===== src/fbpwm_pkg.sv =====
package fbpwm_pkg;

  localparam int CLK_W  = 20;
  localparam int FREQ_W = 16;
  localparam int TOP_W  = 16;
  localparam int LVL_W  = 8;
  localparam int PTR_W  = 8;
  localparam int DIV_STEPS = CLK_W;
  localparam int STEP_W = $clog2(DIV_STEPS);

  localparam logic [CLK_W-1:0]  DEFAULT_CLOCK = CLK_W'(500000);
  localparam logic [FREQ_W-1:0] DEFAULT_FREQ  = FREQ_W'(1760);
  localparam logic [TOP_W-1:0]  DEFAULT_TOP   = TOP_W'(283);

  // action codes
  localparam logic [1:0] ACT_IDLE  = 2'd0;
  localparam logic [1:0] ACT_START = 2'd1;
  localparam logic [1:0] ACT_BYTE  = 2'd2;

  // device register map
  localparam logic [2:0] REG_RED     = 3'd0;
  localparam logic [2:0] REG_GREEN   = 3'd1;
  localparam logic [2:0] REG_BLUE    = 3'd2;
  localparam logic [2:0] REG_VIBE    = 3'd3;
  localparam logic [2:0] REG_SPEAKER = 3'd4;
  localparam logic [2:0] REG_FREQ_HI = 3'd5;
  localparam logic [2:0] REG_FREQ_LO = 3'd6;
  localparam logic [PTR_W-1:0] REG_SLOTS = PTR_W'(7);

  typedef enum logic [1:0] {
    ST_IDLE,
    ST_DIV,
    ST_HOLD
  } state_t;

  typedef struct packed {
    logic busy;
    logic done;
  } div_stat_t;

endpackage


===== src/feedback_register_pwm_tone_ctrl_unit.sv =====
// feedback peripheral: rgb software pwm, vibration and speaker tone control
// input channel (in_valid / in_stall): one word per main-loop pass, carrying
//   action (idle tick, bus start, bus byte) and data_byte
// output channel (out_valid / out_stall): one result word per input word,
//   the three led pwm bits, vibe and speaker enables, tone top, compare and
//   the saturation flag
// cfg_we / cfg_data load the 20-bit tone clock rate; it takes effect at the
//   next register write
// an idle tick, a start, a pointer byte or a byte past the last register
//   gives its result in the cycle after acceptance, and such words are
//   taken one per cycle while the output register is free
// a byte that writes a device register starts a restoring divider that
//   produces one quotient bit per cycle; the top is then updated from the
//   quotient, the result is published once the output register is free,
//   and only then is the next word taken
// reset: no result word, levels and enables off, tone frequency 1760, clock rate 500000, top 283
// a stalled receiver holds the result word in the output register; one more
//   input word is taken only if it will find the output register free
module feedback_register_pwm_tone_ctrl_unit
  import fbpwm_pkg::*;
#(
  parameter int PWM_BITS = 8
) (
  input  logic                clk,
  input  logic                rst,
  input  logic                cfg_we,
  input  logic [CLK_W-1:0]    cfg_data,
  input  logic                in_valid,
  output logic                in_stall,
  input  logic [1:0]          action,
  input  logic [7:0]          data_byte,
  output logic                out_valid,
  input  logic                out_stall,
  output logic                red_on,
  output logic                green_on,
  output logic                blue_on,
  output logic                vibe_on,
  output logic                speaker_on,
  output logic [TOP_W-1:0]    tone_top,
  output logic [TOP_W-2:0]    tone_compare,
  output logic                tone_saturated
);

  localparam int CMP_W = (PWM_BITS > LVL_W) ? PWM_BITS : LVL_W;

  state_t state, state_next;

  logic [CLK_W-1:0]    clock_rate;
  logic [PWM_BITS-1:0] pwm_count;
  logic [LVL_W-1:0]    level_r, level_g, level_b;
  logic [LVL_W-1:0]    level_r_next, level_g_next, level_b_next;
  logic                vibe_en, vibe_en_next;
  logic                spk_en, spk_en_next;
  logic [FREQ_W-1:0]   freq, freq_next;
  logic [TOP_W-1:0]    top;
  logic                ovf;
  logic [PTR_W-1:0]    ptr, ptr_next;
  logic [PTR_W-1:0]    nbytes, nbytes_next;
  logic [2:0]          lit_pending;

  logic                accept;
  logic                out_free;
  logic                is_write;
  logic                publish;
  logic [2:0]          lit;
  logic [2:0]          lit_pub;

  div_stat_t           div_stat;
  logic [CLK_W-1:0]    quotient;
  logic [TOP_W-1:0]    top_new;
  logic                ovf_new;

  assign out_free = !out_valid || !out_stall;
  assign accept   = in_valid && !in_stall;
  assign is_write = (action == ACT_BYTE) && (nbytes != '0) && (ptr < REG_SLOTS);

  assign lit[0] = CMP_W'(pwm_count) < CMP_W'(level_r);
  assign lit[1] = CMP_W'(pwm_count) < CMP_W'(level_g);
  assign lit[2] = CMP_W'(pwm_count) < CMP_W'(level_b);

  // bus start and byte handling
  always_comb begin
    level_r_next = level_r;
    level_g_next = level_g;
    level_b_next = level_b;
    vibe_en_next = vibe_en;
    spk_en_next  = spk_en;
    freq_next    = freq;
    ptr_next     = ptr;
    nbytes_next  = nbytes;
    if (action == ACT_START) begin
      nbytes_next = '0;
    end else if (action == ACT_BYTE) begin
      nbytes_next = nbytes + 1'b1;
      if (nbytes == '0) begin
        ptr_next = data_byte;
      end else if (ptr < REG_SLOTS) begin
        ptr_next = ptr + 1'b1;
        unique case (ptr[2:0])
          REG_RED:     level_r_next = data_byte;
          REG_GREEN:   level_g_next = data_byte;
          REG_BLUE:    level_b_next = data_byte;
          REG_VIBE:    vibe_en_next = data_byte != '0;
          REG_SPEAKER: spk_en_next  = data_byte != '0;
          REG_FREQ_HI: freq_next    = {data_byte, freq[7:0]};
          REG_FREQ_LO: freq_next    = {freq[FREQ_W-1:8], data_byte};
          default:     ;
        endcase
      end
    end
  end

  // a zero divisor yields an all-ones quotient, which saturates the top
  always_comb begin
    if (quotient[CLK_W-1:TOP_W] != '0) begin
      top_new = '1;
      ovf_new = 1'b1;
    end else if (quotient == '0) begin
      top_new = '0;
      ovf_new = 1'b0;
    end else begin
      top_new = quotient[TOP_W-1:0] - 1'b1;
      ovf_new = 1'b0;
    end
  end

  fbpwm_div u_div (
    .clk      (clk),
    .rst      (rst),
    .start    (accept && is_write),
    .dividend (clock_rate),
    .divisor  (freq_next),
    .stat     (div_stat),
    .quotient (quotient)
  );

  always_comb begin
    state_next = state;
    unique case (state)
      ST_IDLE: if (accept && is_write) state_next = ST_DIV;
      ST_DIV:  if (div_stat.done) state_next = ST_HOLD;
      ST_HOLD: if (out_free) state_next = ST_IDLE;
      default: state_next = ST_IDLE;
    endcase
  end

  always_comb begin
    in_stall = 1'b1;
    publish  = 1'b0;
    lit_pub  = lit;
    unique case (state)
      ST_IDLE: begin
        in_stall = !out_free;
        publish  = accept && !is_write;
      end
      ST_DIV: ;
      ST_HOLD: begin
        publish = out_free;
        lit_pub = lit_pending;
      end
      default: ;
    endcase
  end

  always_ff @(posedge clk) begin
    if (rst) begin
      state      <= ST_IDLE;
      clock_rate <= DEFAULT_CLOCK;
      pwm_count  <= '0;
      level_r    <= '0;
      level_g    <= '0;
      level_b    <= '0;
      vibe_en    <= 1'b0;
      spk_en     <= 1'b0;
      freq       <= DEFAULT_FREQ;
      top        <= DEFAULT_TOP;
      ovf        <= 1'b0;
      ptr        <= '0;
      nbytes     <= '0;
      out_valid  <= 1'b0;
    end else begin
      state <= state_next;
      if (cfg_we) begin
        clock_rate <= cfg_data;
      end
      if (accept) begin
        pwm_count <= pwm_count + 1'b1;
        level_r   <= level_r_next;
        level_g   <= level_g_next;
        level_b   <= level_b_next;
        vibe_en   <= vibe_en_next;
        spk_en    <= spk_en_next;
        freq      <= freq_next;
        ptr       <= ptr_next;
        nbytes    <= nbytes_next;
      end
      if (state == ST_DIV && div_stat.done) begin
        top <= top_new;
        ovf <= ovf_new;
      end
      out_valid <= publish || (out_valid && out_stall);
    end
  end

  // enables are unchanged by a non-write word and already updated for a held write
  always_ff @(posedge clk) begin
    if (accept) begin
      lit_pending <= lit;
    end
    if (publish) begin
      red_on         <= lit_pub[0];
      green_on       <= lit_pub[1];
      blue_on        <= lit_pub[2];
      vibe_on        <= vibe_en;
      speaker_on     <= spk_en;
      tone_top       <= top;
      tone_compare   <= top[TOP_W-1:1];
      tone_saturated <= ovf;
    end
  end

endmodule


===== src/fbpwm_div.sv =====
module fbpwm_div
  import fbpwm_pkg::*;
(
  input  logic              clk,
  input  logic              rst,
  input  logic              start,
  input  logic [CLK_W-1:0]  dividend,
  input  logic [FREQ_W-1:0] divisor,
  output div_stat_t         stat,
  output logic [CLK_W-1:0]  quotient
);

  logic              busy;
  logic              done;
  logic [STEP_W-1:0] step;
  logic [FREQ_W-1:0] dvsr;
  logic [FREQ_W-1:0] rem;
  logic [CLK_W-1:0]  dq;

  logic [FREQ_W:0]   shifted;
  logic [FREQ_W:0]   diff;
  logic              ge;

  // one quotient bit per cycle, dividend bits shift out as quotient bits shift in
  assign shifted = {rem, dq[CLK_W-1]};
  assign diff    = shifted - {1'b0, dvsr};
  assign ge      = shifted >= {1'b0, dvsr};

  // done rises together with the last quotient bit shifting in
  always_ff @(posedge clk) begin
    if (rst) begin
      busy <= 1'b0;
      step <= '0;
      done <= 1'b0;
    end else begin
      done <= busy && (step == '0);
      if (start) begin
        busy <= 1'b1;
        step <= STEP_W'(DIV_STEPS - 1);
      end else if (busy) begin
        if (step == '0) begin
          busy <= 1'b0;
        end
        step <= step - 1'b1;
      end
    end
  end

  always_ff @(posedge clk) begin
    if (start) begin
      dvsr <= divisor;
      rem  <= '0;
      dq   <= dividend;
    end else if (busy) begin
      rem <= ge ? diff[FREQ_W-1:0] : shifted[FREQ_W-1:0];
      dq  <= {dq[CLK_W-2:0], ge};
    end
  end

  assign stat.busy = busy;
  assign stat.done = done;
  assign quotient  = dq;

endmodule


===== config.mk =====
export PLATFORM = sky130hd
export DESIGN_NAME = feedback_register_pwm_tone_ctrl_unit
export DESIGN_NICKNAME = d
export VERILOG_FILES = /design/src/fbpwm_pkg.sv /design/src/feedback_register_pwm_tone_ctrl_unit.sv /design/src/fbpwm_div.sv
export SDC_FILE = /design/constraint.sdc
export NUM_CORES = 1
export LEC_CHECK = 0
export BUFFER_PORTS_ARGS = -buffer_cell sky130_fd_sc_hd__buf_2
export CORE_MARGIN = 3
export CORE_UTILIZATION = 54
export DETAILED_ROUTE_END_ITERATION = 7
export HOLD_SLACK_MARGIN = 0.02
export MAX_ROUTING_LAYER = met4
export PLACE_DENSITY = 0.77
export SYNTH_ARGS = -nofsm -noshare
export SYNTH_HDL_FRONTEND = slang
export SYNTH_SLANG_ARGS = --single-unit

===== constraint.sdc =====
create_clock -name clk -period 3.45 [get_ports clk]
set_input_delay 0.69 -clock clk [delete_from_list [all_inputs] [get_ports clk]]
set_output_delay 0.69 -clock clk [all_outputs]
set_load 0.01 [all_outputs]

==> flow_summary.rst <==
.. list-table::
   :header-rows: 1

   * - Metric
     - Value
   * - Post-CTS sizing
     - 0
   * - DRT Pass-1 Iters
     - 4
   * - Max-slew violation count
     - 0
   * - Clk buf depth
     - 2
   * - Proportion of synthesized chip area in sequential cells
     - 47.5%
   * - Residual DRC
     - 0
   * - Estimated wirelength of the detail-placed design
     - 13.0 mm
   * - Critical path peak fanout
     - 11
   * - Peak Freq
     - 0.363 GHz
   * - I/O pin count
     - 74
   * - Count of endpoints failing setup in the final report
     - 0
   * - Routed length per instance
     - 15.2 um
   * - Number of max-cap violations
     - 0
   * - End point of the most critical hold path
     - tone_top[4]$_DFFE_PP_
   * - CTS tree
     - built
   * - Number of nets still failing antenna checks after routing
     - 0
   * - Die width
     - 137 um
   * - Last weighted congestion value of the routability-driven placer
     - 0.859
   * - Clk pin slew, worst setup/hold paths
     - 0.07 ns
   * - Total negative slack for setup checks
     - 0 ns
   * - Share of synthesized flip-flops with an asynchronous set or reset
     - 0%
   * - ANT cells
     - 0
   * - Mapped Cells
     - 959
   * - Time the final worst path needs with I/O delays and setup
     - 2.75 ns
   * - Number of fillers in the final layout
     - 1397
   * - Latest clock arrival within the worst-skew pair
     - 0.43 ns
   * - Die extent in y
     - 137 um
   * - Drt total wl
     - 18.7 mm
   * - Worst endpoint required time
     - 3.73 ns
   * - All-layer global routing usage
     - 21.0%
   * - Overall die area
     - 18800 sq um
   * - Worst r2r src
     - u_div.dvsr[6]$_DFFE_PP_
   * - Peak supply drop
     - 448 uV
   * - Worst hold path class
     - flip-flop to flip-flop
   * - Slew HR
     - 40.2%
   * - FF-to-FF path depth
     - 10
   * - Residual overflow from global routing
     - 0
   * - Via count of the first global-routing pass
     - 6396
   * - Antenna violations before repair
     - 0
   * - Critical path class
     - flip-flop to flip-flop
   * - Arrival time reported for the critical path endpoint
     - 3.04 ns
   * - Synthesis-to-layout area growth
     - 10.8%
   * - Fin worst setup slack
     - 0.699 ns
   * - Largest net degree at the start of global routing
     - 72
   * - Critical path endpoint category
     - flip-flop
   * - Count of buffers inserted at the top-level ports
     - 73
   * - Total power per unit cell area
     - 589 nW/um^2
   * - Share of cells above drive strength 1
     - 13.3%
   * - CTS buffer count
     - 17
   * - Deepest level of the CTS H-tree
     - 4
   * - Final worst path period share
     - 79.8%
   * - Worst reg-to-reg setup slack
     - 0.70 ns
   * - Number of flops mapped to enable cells by yosys
     - 61
   * - Worst clock skew
     - 0.0130 ns
   * - First-pass GRT wire length
     - 30.9 mm
   * - Setup repair after global routing missed its margin
     - no
   * - Starting Density
     - 55.7%
   * - Placement Setup Slack
     - 0.545 ns
   * - Flops & latches, synth
     - 190
   * - Reported leakage power
     - 0.00433 uW
   * - CTS Root Buffer Type
     - clkbuf_16
   * - Final-report hold violation count
     - 0
   * - Nets
     - 1085
   * - Hold Path Stages
     - 0
   * - DRT iter0 DRCs
     - 294
   * - Routed vias/inst
     - 5.59
   * - Vias post-DR
     - 6886
   * - Unique cell type count in the Yosys netlist
     - 64
   * - CTS Hold Bufs
     - 0
   * - Origin of the worst min-delay path
     - top[4]$_SDFFE_PP1P_
   * - Worst slew pin tran
     - 0.894 ns
   * - RR Endpoint
     - u_div.rem[11]$_SDFFE_PP0P_
   * - Status
     - finished, final reports clean
   * - YS warnings
     - 0
   * - Type of origin of the critical path
     - flip-flop
   * - Synthesized netlist net count
     - 1046
   * - Number of setup buffers added after CTS
     - 0
   * - Avg Synthesized Cell Area
     - 9.70 sq um
   * - Dominant register cell in the synthesized netlist
     - dfxtp_1
   * - Netlist area before placement
     - 9300 sq um
   * - Std cell rows
     - 47
   * - Clock Sink Count
     - 190
   * - Core region area
     - 16700 sq um
-- worst max-delay path: stages (launching register included) --
cell and delay [ns]:
edfxtp_1 0.32, inv_1 0.04, ha_1 0.37, a21oi_1 0.27, o21a_1 0.18, nor2b_1 0.16
a211oi_2 0.10, nor2_2 0.56, buf_4 0.31, mux2i_1 0.21, a211oi_1 0.08
-- layout make-up --
type	instances	area (sq um)	share of cell area (%)
Timing Repair Buffer	84	463	4.49
Tap cell	220	275	2.67
Sequential cell	190	4410	42.8
Clock inverter	13	128	1.24
Multi-Input combinational cell	651	4370	42.4
Inverter	54	203	1.97
Clock buffer	19	454	4.41
-- power by group --
part	switching, uW	leakage (uW)	internal (uW)
combinational	878	0.00242	710
clock	862	0.000284	1050
sequential	112	0.00163	2450
total	1850	0.00433	4220
-- registers in the layout, indices dropped and copies added (netlist names), 2 cells and up --
| name | count |
|---|---|
| clock_rate | 20 |
| u_div.quotient | 20 |
| freq | 16 |
| tone_top | 16 |
| top | 16 |
| u_div.dvsr | 16 |
| u_div.rem | 16 |
| level_b | 8 |
| level_g | 8 |
| level_r | 8 |
| nbytes | 8 |
| ptr | 8 |
| pwm_count | 8 |
| u_div.step | 5 |
| lit_pending | 3 |
| state | 2 |
-- routing by layer --
metal | part of all wire [%] | global-route usage, % | vias up
met3 | 4.7 | 3.80 | 28
met4 | 2.1 | 6.71 | 0
met5 | 0 | - | -
met1 | 45 | 27.6 | 3253
li1 | - | - | 3451
met2 | 48 | 33.4 | 154
-- logic make-up (layout without fill, tap and decap cells) --
family / Yosys count / count (layout) / share of synthesized area, %
and+or+nand+nor: 312 / 312 / 15.7
DFF: 190 / 190 / 47.5
AOI/OAI and AO/OA: 189 / 189 / 13.9
buffers and inverters: 118 / 170 / 5.76
muxes: 57 / 57 / 6.23
adders and majority gates: 52 / 52 / 7.08
xor gates and xnor gates: 41 / 41 / 3.86
-- how the worst max path moves through the flow --
stage | startpoint | endpoint | slack (ns) | depth (start not counted)
floorplan | nbytes[0]$_SDFFE_PP0P_ | blue_on$_DFFE_PP_ | 0.20 | 7
finish | u_div.dvsr[6]$_DFFE_PP_ | u_div.rem[11]$_SDFFE_PP0P_ | 0.70 | 10
CTS | u_div.dvsr[6]$_DFFE_PP_ | u_div.rem[11]$_SDFFE_PP0P_ | 0.72 | 10
global route | u_div.dvsr[6]$_DFFE_PP_ | u_div.rem[10]$_SDFFE_PP0P_ | 0.45 | 10
global placement | out_stall | level_r[6]$_SDFFE_PP0P_ | 0.64 | 9
detailed placement | out_stall | level_r[1]$_SDFFE_PP0P_ | 0.55 | 9
-- metrics by stage --
stage / instances / instance area [sq um] / hold slack (ns) / total power [uW] / utilization (%)
finish: 1231 / 10300 / 0.430 / 6070 / 61.7
global route: 1231 / 10300 / 0.445 / 6410 / 61.7
detailed placement: 1199 / 9720 / 0.416 / 4190 / 58.2
floorplan: 959 / 9300 / 0.408 / 3890 / -
global placement: 1199 / 9720 / 0.413 / 4160 / 58.2
CTS: 1231 / 10300 / 0.432 / 6110 / 61.7
-- synthesized netlist by cell type (3+ instances only) --
cell | number | area, sq um
xor2_1 | 25 | 219
ha_1 | 51 | 638
or3_1 | 3 | 18.8
a21oi_1 | 40 | 200
mux2_2 | 3 | 33.8
a22oi_1 | 14 | 105
nand3b_1 | 5 | 37.5
edfxtp_1 | 61 | 1830
nor4_1 | 7 | 43.8
a2111oi_0 | 3 | 26.3
a21o_1 | 12 | 90.1
clkbuf_1 | 32 | 120
nand3_2 | 4 | 40.0
a221o_1 | 5 | 50.1
and4_1 | 3 | 26.3
nand2_1 | 98 | 368
dfxtp_1 | 129 | 2580
nor2b_1 | 10 | 62.6
a22o_1 | 16 | 140
xnor2_1 | 16 | 140
mux2i_1 | 53 | 531
nor2_1 | 112 | 420
nand4_1 | 5 | 31.3
nor3b_1 | 4 | 30.0
a211o_1 | 9 | 78.8
o211ai_1 | 8 | 60.1
and3_1 | 8 | 50.1
o21a_1 | 9 | 67.6
o21ai_1 | 3 | 15.0
o21ai_0 | 36 | 180
inv_1 | 52 | 195
nand2b_1 | 12 | 75.1
nor3_1 | 13 | 65.1
a211oi_1 | 10 | 75.1
a221oi_1 | 11 | 96.3
nand3_1 | 17 | 85.1
buf_2 | 11 | 55.1
buf_4 | 17 | 128
-- cells in the final DEF, fill, tap and decap left out, types with 10 or more instances in the layout --
| cell type | count |
|---|---|
| a221oi_1 | 11 |
| nand3_1 | 17 |
| a21o_1 | 12 |
| nand2b_1 | 12 |
| edfxtp_1 | 61 |
| clkbuf_16 | 18 |
| o21ai_0 | 36 |
| nor3_1 | 13 |
| buf_2 | 72 |
| buf_4 | 11 |
| mux2i_1 | 53 |
| nor2b_1 | 10 |
| xnor2_1 | 16 |
| xor2_1 | 25 |
| dfxtp_1 | 129 |
| a22oi_1 | 14 |
| inv_1 | 52 |
| nand2_1 | 98 |
| a22o_1 | 16 |
| a21oi_1 | 40 |
| ha_1 | 51 |
| nor2_1 | 111 |
Power figures use the tool's default switching activity.
